$ cat config.mk
export PLATFORM = sky130hd
export DESIGN_NAME = hsv_to_rgb_converter_flat
export DESIGN_NICKNAME = d
export VERILOG_FILES = /design/src/hsvr_pkg.sv /design/src/hsvr_in_if.sv /design/src/hsvr_out_if.sv /design/src/hsvr_ctrl.sv /design/src/hsv_to_rgb_converter.sv /design/src/flat_wrapper.sv
export SDC_FILE = /design/constraint.sdc
export NUM_CORES = 1
export LEC_CHECK = 0
export BUFFER_PORTS_ARGS = -buffer_cell sky130_fd_sc_hd__clkbuf_2
export CAP_MARGIN = 40
export CELL_PAD_IN_SITES_DETAIL_PLACEMENT = 0
export CELL_PAD_IN_SITES_GLOBAL_PLACEMENT = 1
export CORE_MARGIN = 3
export CORE_UTILIZATION = 55
export DETAILED_ROUTE_END_ITERATION = 7
export PLACE_DENSITY = 0.9
export RECOVER_POWER = 25
export SYNTH_ARGS = -nofsm -noshare
export SYNTH_HDL_FRONTEND = slang
export SYNTH_HIERARCHICAL = 1
export SYNTH_SLANG_ARGS = --single-unit
$ cat constraint.sdc
create_clock -name i_clk -period 9.25 [get_ports i_clk]
set_input_delay 0.925 -clock i_clk [delete_from_list [all_inputs] [get_ports i_clk]]
set_output_delay 0.925 -clock i_clk [all_outputs]
set_load 0.05 [all_outputs]
$ cat src/hsvr_pkg.sv
// ----------------------------------------------------------------------------
// hsvr_pkg
// Shared types, constants and helpers for the HSV to RGB converter.
// ----------------------------------------------------------------------------
package hsvr_pkg;

    localparam int unsigned HueW      = 15;   // hue, degrees x 64
    localparam int unsigned FixW      = 9;    // fixed point, 256 = 1.0
    localparam int unsigned SectW     = 4;    // sector number 0..8
    localparam int unsigned CoarseW   = 7;    // hue / 256
    localparam int unsigned RemHiW    = 4;    // (hue mod 3840) / 256
    localparam int unsigned RemW      = 12;   // hue mod 3840
    localparam int unsigned FracW     = 8;    // fraction within sector
    localparam int unsigned RecipW    = 13;
    localparam int unsigned NumStages = 5;

    // One sector spans 60 degrees = 3840 hue units = 15 x 256
    localparam int unsigned SectMax   = 8;    // largest sector a 15-bit hue reaches
    localparam logic [CoarseW-1:0] SectCoarse = 7'd15;

    localparam logic [FixW-1:0] OneFix = 9'd256;

    // ceil(2^16 / 15): rem * Recip >> 16 == rem / 15 for rem < 3840
    localparam logic [RecipW-1:0] FracRecip = 13'd4370;

    // Colour wheel sectors; anything above takes the wrap-round arm
    localparam logic [SectW-1:0] SectRedYel = 4'd0;
    localparam logic [SectW-1:0] SectYelGrn = 4'd1;
    localparam logic [SectW-1:0] SectGrnCyn = 4'd2;
    localparam logic [SectW-1:0] SectCynBlu = 4'd3;
    localparam logic [SectW-1:0] SectBluMag = 4'd4;

    typedef logic [FixW-1:0] t_fix;

    typedef struct packed {
        logic [NumStages-1:0] vld;
        logic [NumStages-1:0] load;
    } t_pipe_ctl;

    function automatic t_fix sat_fix(input t_fix x);
        return (x > OneFix) ? OneFix : x;
    endfunction

    // Coarse hue (hue >> 8) divided by 15 via independent threshold compares
    function automatic logic [SectW-1:0] sector_of(input logic [CoarseW-1:0] coarse);
        logic [SectW-1:0] sect;
        sect = '0;
        for (int k = 1; k <= SectMax; k++) begin
            if ({1'b0, coarse} >= (CoarseW + 1)'(k * 15)) begin
                sect = SectW'(k);
            end
        end
        return sect;
    endfunction

endpackage

$ cat src/hsvr_in_if.sv
// ----------------------------------------------------------------------------
// hsvr_in_if
// HSV pixel channel: valid/ready handshake with hue, saturation, value.
// ----------------------------------------------------------------------------
interface hsvr_in_if;
    logic                        valid;
    logic                        ready;
    logic [hsvr_pkg::HueW-1:0]   hue;
    logic [hsvr_pkg::FixW-1:0]   saturation;
    logic [hsvr_pkg::FixW-1:0]   brightness;

    modport source (output valid, hue, saturation, brightness, input ready);
    modport sink   (input valid, hue, saturation, brightness, output ready);
endinterface

$ cat src/hsvr_out_if.sv
// ----------------------------------------------------------------------------
// hsvr_out_if
// RGB pixel channel: valid/ready handshake with red, green, blue.
// ----------------------------------------------------------------------------
interface hsvr_out_if;
    logic                        valid;
    logic                        ready;
    logic [hsvr_pkg::FixW-1:0]   red;
    logic [hsvr_pkg::FixW-1:0]   green;
    logic [hsvr_pkg::FixW-1:0]   blue;

    modport source (output valid, red, green, blue, input ready);
    modport sink   (input valid, red, green, blue, output ready);
endinterface

$ cat src/hsvr_ctrl.sv
// ----------------------------------------------------------------------------
// hsvr_ctrl
// Stage valid bits and load enables; bubbles collapse, stalls ripple back.
// ----------------------------------------------------------------------------
module hsvr_ctrl (
    input  logic                  i_clk,
    input  logic                  i_rst_n,
    input  logic                  i_in_valid,
    input  logic                  i_out_ready,
    output logic                  o_in_ready,
    output hsvr_pkg::t_pipe_ctl   o_ctl
);

    localparam int unsigned N = hsvr_pkg::NumStages;

    logic [N-1:0] r_vld;
    logic [N-1:0] n_vld;
    logic [N-1:0] rdy;

    always_comb begin
        rdy[N-1] = ~r_vld[N-1] | i_out_ready;
        for (int k = N - 2; k >= 0; k--) begin
            rdy[k] = ~r_vld[k] | rdy[k+1];
        end
        n_vld[0] = rdy[0] ? i_in_valid : r_vld[0];
        for (int k = 1; k < N; k++) begin
            n_vld[k] = rdy[k] ? r_vld[k-1] : r_vld[k];
        end
    end

    always_ff @(posedge i_clk) begin
        if (!i_rst_n) begin
            r_vld <= '0;
        end else begin
            r_vld <= n_vld;
        end
    end

    assign o_in_ready = rdy[0];
    assign o_ctl.vld  = r_vld;
    assign o_ctl.load = rdy;

endmodule

$ cat src/hsv_to_rgb_converter.sv
// ----------------------------------------------------------------------------
// hsv_to_rgb_converter
// Five-stage pipelined HSV to RGB colour conversion, one pixel per clock while o_pix is not stalled.
// ----------------------------------------------------------------------------
//  channel | dir | handshake           | beat payload
//  --------+-----+---------------------+----------------------------------
//  i_pix   | in  | valid / ready       | hue[14:0], saturation[8:0],
//          |     |                     | brightness[8:0]
//  o_pix   | out | valid / ready       | red[8:0], green[8:0], blue[8:0]
//
//  Accepted beats pass through the five register stages below to o_pix; one beat is
//  taken every cycle while o_pix.ready is high, as no stage then holds.
//  Each stage holds when the next one is full and stalled; empty stages fill
//  regardless, so bubbles close up and i_pix.ready only drops when all five
//  stages hold beats. Synchronous active-low reset clears the valid bits;
//  datapath registers are not reset.
//
//  Stages:
//   1  saturate s and v, sector = hue / 3840, remainder within sector
//   2  f = remainder / 15 by reciprocal multiply, 256 - s
//   3  s*f, s*(256-f), p = v*(256-s)
//   4  q = v*(256 - s*f), t = v*(256 - s*(256-f))
//   5  pick (r,g,b) by sector, grey when s is zero; output register
// ----------------------------------------------------------------------------
module hsv_to_rgb_converter (
    input  logic         i_clk,
    input  logic         i_rst_n,
    hsvr_in_if.sink      i_pix,
    hsvr_out_if.source   o_pix
);

    localparam int unsigned FixW   = hsvr_pkg::FixW;
    localparam int unsigned SectW  = hsvr_pkg::SectW;
    localparam int unsigned RemW   = hsvr_pkg::RemW;
    localparam int unsigned FracW  = hsvr_pkg::FracW;
    localparam int unsigned RecipW = hsvr_pkg::RecipW;
    localparam int unsigned HueW   = hsvr_pkg::HueW;

    hsvr_pkg::t_pipe_ctl ctl;

    hsvr_ctrl u_ctrl (
        .i_clk       (i_clk),
        .i_rst_n     (i_rst_n),
        .i_in_valid  (i_pix.valid),
        .i_out_ready (o_pix.ready),
        .o_in_ready  (i_pix.ready),
        .o_ctl       (ctl)
    );

    // ---- stage 1: saturate, split hue into sector and remainder ------------
    logic [hsvr_pkg::CoarseW-1:0] coarse;
    logic [SectW-1:0]             sect_1;
    logic [hsvr_pkg::CoarseW-1:0] rem_hi_full;

    logic [SectW-1:0] r_sect_1;
    logic [RemW-1:0]  r_rem_1;
    logic [FixW-1:0]  r_s_1;
    logic [FixW-1:0]  r_v_1;

    always_comb begin
        coarse      = i_pix.hue[HueW-1:8];
        sect_1      = hsvr_pkg::sector_of(coarse);
        // 3840 = 15 x 256: remainder keeps the low byte of hue untouched
        rem_hi_full = coarse - hsvr_pkg::CoarseW'(sect_1 * hsvr_pkg::SectCoarse);
    end

    always_ff @(posedge i_clk) begin
        if (ctl.load[0]) begin
            r_sect_1 <= sect_1;
            r_rem_1  <= {rem_hi_full[hsvr_pkg::RemHiW-1:0], i_pix.hue[7:0]};
            r_s_1    <= hsvr_pkg::sat_fix(i_pix.saturation);
            r_v_1    <= hsvr_pkg::sat_fix(i_pix.brightness);
        end
    end

    // ---- stage 2: fraction within sector -----------------------------------
    logic [RemW+RecipW-1:0] frac_prod;

    logic [SectW-1:0] r_sect_2;
    logic [FracW-1:0] r_f_2;
    logic [FixW-1:0]  r_s_2;
    logic [FixW-1:0]  r_oms_2;   // 256 - s
    logic [FixW-1:0]  r_v_2;

    assign frac_prod = {{RecipW{1'b0}}, r_rem_1} * {{RemW{1'b0}}, hsvr_pkg::FracRecip};

    always_ff @(posedge i_clk) begin
        if (ctl.load[1]) begin
            r_sect_2 <= r_sect_1;
            r_f_2    <= frac_prod[16 +: FracW];
            r_s_2    <= r_s_1;
            r_oms_2  <= hsvr_pkg::OneFix - r_s_1;
            r_v_2    <= r_v_1;
        end
    end

    // ---- stage 3: s*f, s*(256-f), p ----------------------------------------
    logic [FixW-1:0]   omf;
    logic [2*FixW-1:0] sf_prod;
    logic [2*FixW-1:0] sg_prod;
    logic [2*FixW-1:0] p_prod;

    logic [SectW-1:0] r_sect_3;
    logic [FixW-1:0]  r_sf_3;
    logic [FixW-1:0]  r_sg_3;
    logic [FixW-1:0]  r_p_3;
    logic [FixW-1:0]  r_v_3;
    logic             r_grey_3;

    always_comb begin
        omf     = hsvr_pkg::OneFix - {1'b0, r_f_2};
        sf_prod = {{FixW{1'b0}}, r_s_2} * {{(FixW+1){1'b0}}, r_f_2};
        sg_prod = {{FixW{1'b0}}, r_s_2} * {{FixW{1'b0}}, omf};
        p_prod  = {{FixW{1'b0}}, r_v_2} * {{FixW{1'b0}}, r_oms_2};
    end

    always_ff @(posedge i_clk) begin
        if (ctl.load[2]) begin
            r_sect_3 <= r_sect_2;
            r_sf_3   <= sf_prod[8 +: FixW];
            r_sg_3   <= sg_prod[8 +: FixW];
            r_p_3    <= p_prod[8 +: FixW];
            r_v_3    <= r_v_2;
            r_grey_3 <= (r_s_2 == '0);
        end
    end

    // ---- stage 4: q and t --------------------------------------------------
    logic [2*FixW-1:0] q_prod;
    logic [2*FixW-1:0] t_prod;

    logic [SectW-1:0] r_sect_4;
    logic [FixW-1:0]  r_p_4;
    logic [FixW-1:0]  r_q_4;
    logic [FixW-1:0]  r_t_4;
    logic [FixW-1:0]  r_v_4;
    logic             r_grey_4;

    always_comb begin
        q_prod = {{FixW{1'b0}}, r_v_3} * {{FixW{1'b0}}, FixW'(hsvr_pkg::OneFix - r_sf_3)};
        t_prod = {{FixW{1'b0}}, r_v_3} * {{FixW{1'b0}}, FixW'(hsvr_pkg::OneFix - r_sg_3)};
    end

    always_ff @(posedge i_clk) begin
        if (ctl.load[3]) begin
            r_sect_4 <= r_sect_3;
            r_p_4    <= r_p_3;
            r_q_4    <= q_prod[8 +: FixW];
            r_t_4    <= t_prod[8 +: FixW];
            r_v_4    <= r_v_3;
            r_grey_4 <= r_grey_3;
        end
    end

    // ---- stage 5: sector select, output register ---------------------------
    logic [FixW-1:0] n_red;
    logic [FixW-1:0] n_green;
    logic [FixW-1:0] n_blue;

    logic [FixW-1:0] r_red;
    logic [FixW-1:0] r_green;
    logic [FixW-1:0] r_blue;

    always_comb begin
        unique case (r_sect_4)
            hsvr_pkg::SectRedYel: begin
                n_red = r_v_4;  n_green = r_t_4;  n_blue = r_p_4;
            end
            hsvr_pkg::SectYelGrn: begin
                n_red = r_q_4;  n_green = r_v_4;  n_blue = r_p_4;
            end
            hsvr_pkg::SectGrnCyn: begin
                n_red = r_p_4;  n_green = r_v_4;  n_blue = r_t_4;
            end
            hsvr_pkg::SectCynBlu: begin
                n_red = r_p_4;  n_green = r_q_4;  n_blue = r_v_4;
            end
            hsvr_pkg::SectBluMag: begin
                n_red = r_t_4;  n_green = r_p_4;  n_blue = r_v_4;
            end
            default: begin
                // magenta to red, and hue at or past 360 degrees
                n_red = r_v_4;  n_green = r_p_4;  n_blue = r_q_4;
            end
        endcase
        if (r_grey_4) begin
            n_red   = r_v_4;
            n_green = r_v_4;
            n_blue  = r_v_4;
        end
    end

    always_ff @(posedge i_clk) begin
        if (ctl.load[4]) begin
            r_red   <= n_red;
            r_green <= n_green;
            r_blue  <= n_blue;
        end
    end

    assign o_pix.valid = ctl.vld[4];
    assign o_pix.red   = r_red;
    assign o_pix.green = r_green;
    assign o_pix.blue  = r_blue;

endmodule

$ cat src/flat_wrapper.sv
// flat-port wrapper written by rule: the top's interface ports become plain ports
module hsv_to_rgb_converter_flat 
  (i_clk, i_rst_n, i_pix_valid, i_pix_hue, i_pix_saturation, i_pix_brightness, i_pix_ready, o_pix_valid, o_pix_red, o_pix_green, o_pix_blue, o_pix_ready);
  hsvr_in_if i_pix_i ();
  hsvr_out_if o_pix_i ();
  input  logic i_clk;
  input  logic i_rst_n;
  input wire logic [$bits(i_pix_i.valid)-1:0] i_pix_valid;
  input wire logic [$bits(i_pix_i.hue)-1:0] i_pix_hue;
  input wire logic [$bits(i_pix_i.saturation)-1:0] i_pix_saturation;
  input wire logic [$bits(i_pix_i.brightness)-1:0] i_pix_brightness;
  output wire logic [$bits(i_pix_i.ready)-1:0] i_pix_ready;
  output wire logic [$bits(o_pix_i.valid)-1:0] o_pix_valid;
  output wire logic [$bits(o_pix_i.red)-1:0] o_pix_red;
  output wire logic [$bits(o_pix_i.green)-1:0] o_pix_green;
  output wire logic [$bits(o_pix_i.blue)-1:0] o_pix_blue;
  input wire logic [$bits(o_pix_i.ready)-1:0] o_pix_ready;
  assign i_pix_i.valid = i_pix_valid;
  assign i_pix_i.hue = i_pix_hue;
  assign i_pix_i.saturation = i_pix_saturation;
  assign i_pix_i.brightness = i_pix_brightness;
  assign i_pix_ready = i_pix_i.ready;
  assign o_pix_valid = o_pix_i.valid;
  assign o_pix_red = o_pix_i.red;
  assign o_pix_green = o_pix_i.green;
  assign o_pix_blue = o_pix_i.blue;
  assign o_pix_i.ready = o_pix_ready;
  hsv_to_rgb_converter u_core (.i_clk(i_clk), .i_rst_n(i_rst_n), .i_pix(i_pix_i), .o_pix(o_pix_i));
endmodule
==> impl_metrics.env, run 1 <==
export IMPL_status="finished, final reports clean"
export IMPL_cp_start_kind="flop"
export IMPL_clock_path_buffers=2
export IMPL_vias=13439
export IMPL_setup_viol=0
export IMPL_period_share_pct=65.1
export IMPL_synth_top_cell_by_area="edfxtp_1"
export IMPL_grt_pass1_vias=14291
export IMPL_start_util_pct=56.0
export IMPL_wl_per_cell_um=16.1
export IMPL_synth_top_area_share_pct=27.2
export IMPL_pwr_share_seq_pct=22.4
export IMPL_seq_area_frac_synth_pct=27.7
export IMPL_drcViolationCount=0
export IMPL_drv_slew=0
export IMPL_holdPathStages=0
export IMPL_syn_num_nets=2486
export IMPL_drt_iter0_drc=692
export IMPL_cpPeakStageDelay_ps=570
export IMPL_placed_cells=2449
export IMPL_via_per_inst=5.42
export IMPL_endpoint_kind="flop"
export IMPL_io_buffer_count=65
export IMPL_antenna_left=0
export IMPL_finClkSkew_ps=11.1
export IMPL_h_tree_depth=4
export IMPL_netlist_instances=1977
export IMPL_criticalPathCategory="flop to flop"
export IMPL_p_int_w=0.00378
export IMPL_antenna_found_initial=0
export IMPL_irDropWorstVdd_mv=0.228
export IMPL_dr_wl_met2_mm=19.9
export IMPL_die_w_um=197
export IMPL_layout_min_cycle_time_ps=6020
export IMPL_cts_hold_buf=0
export IMPL_crit_chain="inv_1 > ha_1 > nand3_1 > nor3_1 > xor2_1 > and2_1 > fa_1 > fa_1 > fa_1 > inv_1 > fa_1 > inv_1 > ha_1 > a21o_1 > a2111oi_0 > a21oi_1 > o21a_1 > nor2_1 > xnor2_1"
export IMPL_finalHoldViolCount=0
export IMPL_p_switching_w=0.00333
export IMPL_ctsResizeCount=0
export IMPL_crit_path_frequent_cell="fa_1"
export IMPL_post_cts_buffers=0
export IMPL_wl_mm=40.0
export IMPL_synth_edf_count=181
export IMPL_comb_power_share_pct=67.2
export IMPL_clockPowerShare_pct=10.4
export IMPL_yosysWarnings=6
export IMPL_synth_most_common_cell="inv_1"
export IMPL_ys_ff_latch=186
export IMPL_track_usage_pct=22.1
export IMPL_ys_types=72
export IMPL_min_path_type="flop to flop"
export IMPL_grt_max_degree=51
export IMPL_yosys_top_cells_count="inv_1, nand2_1, fa_1"
export IMPL_fin_nets=2516
export IMPL_gp_congestion=0.864
export IMPL_worstRegToRegCells=19
export IMPL_path_buf_inv=3
export IMPL_setup_tns_ps=0
export IMPL_wl_met3_mm=2.06
export IMPL_critPathTopFamily="adder cells"
export IMPL_rsz0062_at_grt="no"
export IMPL_syn_avg_cell_area_um2=10.1
export IMPL_first_pass_iters=5
export IMPL_area_delta_synth_final_pct=6.70
export IMPL_synth_area_um2=20000
export IMPL_final_cell_count_no_fill=2481
export IMPL_antennaDiodeCount=0
export IMPL_cts_root_buf="clkbuf_16"
export IMPL_p_sw_share_pct=46.9
export IMPL_hpwlAfterDp_mm=30.9
export IMPL_wirelength_met1_mm=17.2
export IMPL_slowest_stage="a2111oi_0"
export IMPL_tightestPinTransition_ps=1390
export IMPL_drive_gt1_share_pct=5.94
export IMPL_core_area_um2=35700
export IMPL_maxCapViolCount=0
export IMPL_die_area_um2=38600
export IMPL_fmax_mhz=166
export IMPL_critPathRequiredTime_ps=9460
export IMPL_power_density_nw_per_um2=334
export IMPL_worst_endpoint_arrival_ps=6230
export IMPL_clkSinkCount=186
export IMPL_async_reset_ff_share_pct=0
export IMPL_top_layer="met4"
export IMPL_synth_area_top_cells="edfxtp_1, fa_1, ha_1, inv_1, and2_1"
export IMPL_row_count=69
export IMPL_clkLatencyLatePin_ps=450
export IMPL_clk_pin_slew_ps=80
export IMPL_cts_inserted_buffers=17
export IMPL_path_max_fanout=10
export IMPL_grt_pass1_wl_mm=69.4
export IMPL_pin_count=66
export IMPL_cp_depth=19
export IMPL_dominantRegCellSynth="edfxtp_1"
export IMPL_relSlewSlack_pct=7.04
export IMPL_die_h_um=197
export IMPL_grt_overflow=0
export IMPL_cts_tree="built"
export IMPL_p_leak_nw=10.4
placed cells by master, fill, tap and decap left out, types with 5 or more instances in the layout:
cell type / netlist / routed
a21o_1: 13 / 13
xor2_1: 34 / 34
o21a_1: 14 / 14
o21ai_1: 7 / 7
fa_1: 241 / 241
edfxtp_1: 181 / 181
o21ai_0: 58 / 58
a21oi_1: 37 / 37
nor2b_1: 21 / 21
a22oi_1: 9 / 9
nor3_1: 16 / 16
xnor2_1: 59 / 59
nor4_1: 7 / 7
ha_1: 231 / 231
o311ai_0: 9 / 9
nand3_1: 21 / 21
a32oi_1: 9 / 9
dfxtp_1: 5 / 5
clkbuf_2: 0 / 61
clkbuf_1: 60 / 9
o21bai_1: 6 / 6
and2_1: 184 / 184
clkbuf_16: 0 / 19
inv_1: 351 / 351
nor2_1: 62 / 62
nand2_1: 265 / 265
worst register-to-register path: stages, from the launching register on:
cell       delay [ps]
edfxtp_1          510
inv_1             130
ha_1              210
nand3_1           120
nor3_1            240
xor2_1            540
and2_1            250
fa_1              420
fa_1              530
fa_1              550
inv_1              60
fa_1              530
inv_1              40
ha_1              330
a21o_1            180
a2111oi_0         570
a21oi_1           180
o21a_1            210
nor2_1            110
xnor2_1            70
power by group through the flow:
| stage | clock network, W | logic, W | registers (W) |
|---|---|---|---|
| floorplan | 0 | 0.00371 | 0.00159 |
| detailed placement | 0 | 0.00476 | 0.00161 |
| CTS | 0.000763 | 0.00484 | 0.00159 |
| global route | 0.000798 | 0.00561 | 0.00162 |
| finish | 0.000743 | 0.00478 | 0.00159 |
| global placement | 0 | 0.00462 | 0.00160 |
worst paths after layout:
| kind | startpoint | end | slack [ps] |
|---|---|---|---|
| min | u_core/r_v_1[4] | u_core/r_v_2[4] | 410 |
| max | u_core/r_sf_3[0] | u_core/r_q_4[8] | 3230 |
| min reg2reg | u_core/r_v_1[4] | u_core/r_v_2[4] | 410 |
| max reg2reg | u_core/r_sf_3[0] | u_core/r_q_4[8] | 3230 |
flip-flops by register name, indices dropped and copies added (netlist names), 9 cells and up:
register and count:
u_core/o_pix.blue 9, u_core/r_p_4 9, u_core/r_q_4 9, u_core/r_v_3 9, u_core/r_t_4 9, u_core/r_v_2 9
u_core/o_pix.red 9, u_core/r_v_1 9, u_core/r_p_3 9, u_core/r_rem_1 12, u_core/o_pix.green 9, u_core/r_s_1 9
u_core/r_v_4 9, u_core/r_s_2 9, u_core/r_sf_3 9, u_core/r_sg_3 9
cells by family after synthesis:
group	after synthesis	synth area share (%)
AOI/OAI and AO/OA	193	6.35
xor gates and xnor gates	93	4.08
adders and majority gates	473	38.7
buffers and inverters	419	7.94
DFF	186	27.7
and+or+nand+nor	613	15.2
stage by stage:
stage          setup WS (ps)  hold WS [ps]  utilization, %  instance area, um2  power (W)
3_5_place_dp            3230           405            58.2               20700    0.00637
4_1_cts                 3230           416            59.9               21300    0.00719
6_report                3230           413            59.7               21300    0.00711
5_1_grt                 2630           427            59.7               21300    0.00803
2_1_floorplan           3800           400               -               20000    0.00530
3_3_place_gp            3360           401            58.0               20700    0.00622
area by class of cell:
type	count	area, um2
inverters	354	1330
clock inverters	11	114
fillers	2991	14400
repair buffers	76	412
clock buffers	21	493
multi-input cells	1372	12800
well taps	461	577
flip-flops and latches	186	5540
layer usage:
layer  vias up  GRT usage, %
li1       6389             -
met1      6632          29.4
met2       362          38.3
met3        56          3.23
met4         0          6.39
met5         -             0
No activity file was read; power rests on OpenSTA's default activity.
==> run 2, diff against run 1 <==
Settings changed: CORE_UTILIZATION 55 to 47, PLACE_DENSITY 0.9 to 0.82.
Clock period 9.25 ns to 5.2 ns, I/O delays scaled along.
==> impl_metrics.env, run 2 (same netlist as run 1, synthesis figures left out) <==
export IMPL_clk_pin_slew_ps=80
export IMPL_die_w_um=212
export IMPL_fin_nets=2614
export IMPL_timing_rr_start="u_core/r_sf_3[3]"
export IMPL_cpPeakStageDelay_ps=560
export IMPL_crit_path_frequent_cell="fa_1"
export IMPL_cts_root_buf="clkbuf_16"
export IMPL_largest_register_ffs=12
export IMPL_endpoint_kind="flop"
export IMPL_drt_iter0_drc=534
export IMPL_p_leak_nw=10.9
export IMPL_path_buf_inv=3
export IMPL_die_h_um=212
export IMPL_holdPathStages=1
export IMPL_antenna_found_initial=0
export IMPL_cp_start_kind="flop"
export IMPL_finClkSkew_ps=16.3
export IMPL_antenna_left=0
export IMPL_final_common_cell="inv_1"
export IMPL_worstRegToRegCells=19
export IMPL_path_max_fanout=3
export IMPL_track_usage_pct=19.8
export IMPL_rsz0062_at_grt="yes"
export IMPL_io_buffer_count=65
export IMPL_worst_endpoint_arrival_ps=5340
export IMPL_hold_path_end="u_core/r_rem_1[4]"
export IMPL_row_count=74
export IMPL_vias=13775
export IMPL_pin_count=66
export IMPL_cts_tree="built"
export IMPL_wl_mm=42.9
export IMPL_relSlewSlack_pct=44.7
export IMPL_min_path_type="primary input to flop"
export IMPL_layout_min_cycle_time_ps=5140
export IMPL_r2r_slack_ps=60
export IMPL_die_area_um2=45000
export IMPL_largest_register="u_core/r_rem_1"
export IMPL_clkSinkCount=186
export IMPL_criticalPathCategory="flop to flop"
export IMPL_p_total_w=0.0146
export IMPL_critPathTopFamily="adder cells"
export IMPL_hold_ws_ps=235
export IMPL_status="finished, final reports clean"
export IMPL_grt_pass1_wl_mm=70.9
export IMPL_drive_gt1_share_pct=14.6
export IMPL_period_share_pct=98.8
export IMPL_clkLatencyLatePin_ps=450
export IMPL_critPathRequiredTime_ps=5400
export IMPL_h_tree_depth=4
export IMPL_clock_path_buffers=2
export IMPL_first_pass_iters=5
export IMPL_timing_rr_end="u_core/r_q_4[8]"
export IMPL_drcViolationCount=0
export IMPL_wl_per_cell_um=16.2
export IMPL_core_area_um2=41400
export IMPL_maxCapViolCount=0
export IMPL_dpl_cell_area_um2=21400
export IMPL_area_delta_synth_final_pct=14.1
export IMPL_setup_viol=0
export IMPL_power_density_nw_per_um2=641
export IMPL_grt_max_degree=51
export IMPL_fill_cells=3456
export IMPL_start_util_pct=48.2
export IMPL_fmax_mhz=195
export IMPL_grt_pass1_vias=14246
export IMPL_tightestPinTransition_ps=828
export IMPL_cts_inserted_buffers=17
export IMPL_via_per_inst=5.20
export IMPL_fin_area_um2=22800
export IMPL_final_util_pct=55.0
export IMPL_crit_chain="nor2_4 > nand3_4 > nor4_4 > xnor2_2 > buf_4 > and2_4 > fa_1 > fa_1 > fa_1 > inv_1 > fa_1 > inv_2 > ha_4 > a21o_1 > a2111oi_4 > a21oi_4 > o21a_1 > nor2_2 > xnor2_1"
export IMPL_irDropWorstVdd_mv=0.473
export IMPL_finalHoldViolCount=0
export IMPL_drv_slew=0
export IMPL_slowest_stage="fa_1"
export IMPL_gp_congestion=0.875
export IMPL_hold_start="i_pix_hue[4]"
export IMPL_grt_overflow=0
export IMPL_hpwlAfterDp_mm=34.6
export IMPL_layout_common_cells="inv_1, nand2_1, fa_1, ha_1, edfxtp_1"
==> run 2: cell count changes in the layout (fill, tap and decap cells not counted), sizes merged <==
| cell | previous run | this run |
|---|---|---|
| buf | 7 | 98 |
| clkinv | 4 | 7 |
| diode | 0 | 1 |
| clkbuf | 90 | 93 |
| bufinv | 0 | 1 |
==> run 2: metal layers <==
metal | GRT usage [%] | part of all wire (%) | up-vias
met3 | 3.04 | 3.6 | 67
met1 | 24.7 | 43 | 6826
met2 | 34.8 | 51 | 281
met4 | 7.51 | 3.2 | 0
li1 | - | - | 6601
met5 | 0 | 0 | -
==> run 2: how the worst max path moves through the flow <==
stage	from	end	depth (start not counted)
global placement	u_core/r_sf_3[0]	u_core/r_q_4[8]	19
detailed placement	u_core/r_sf_3[0]	u_core/r_q_4[8]	19
floorplan	u_core/r_sf_3[0]	u_core/r_q_4[8]	20
global route	u_core/r_sf_3[3]	u_core/r_q_4[8]	19
CTS	u_core/r_sf_3[0]	u_core/r_q_4[8]	19
finish	u_core/r_sf_3[3]	u_core/r_q_4[8]	19
==> run 2: report_power, final <==
group	switching, W	leakage [nW]	total, W	internal [W]
Sequential	0.000388	2.05	0.00279	0.00240
Combinational	0.00568	8.56	0.0105	0.00479
Clock	0.000645	0.300	0.00134	0.000697
Total	0.00671	10.9	0.0146	0.00789
==> run 2: what timing repair did <==
action / 4_1_cts / 5_1_grt
hold buffers: 0 / 0
gates resized for setup: 14 / 110
buffers inserted: 2 / 22
pin swaps: 6 / 84
endpoints found under the setup margin: 5 / 17
==> run 2: area by class of cell <==
type	count	area [um2]	share of cell area, %
clock buffer	17	425	1.87
multi-input combinational	1372	13500	59.1
tap	532	666	2.92
inverter	354	1330	5.83
sequential	186	5540	24.3
clock inverter	15	193	0.846
antenna	1	2.50	0.0110
timing repair buffer	174	1170	5.12
==> run 2: stage by stage <==
step	TNS (ps)	std cells	setup WS, ps
2_1_floorplan	-71.7	1977	-71.7
3_3_place_gp	0	2590	34.4
3_5_place_dp	-200	2594	-81.7
4_1_cts	0	2628	7.80
5_1_grt	-672	2650	-170
6_report	0	2651	64.5
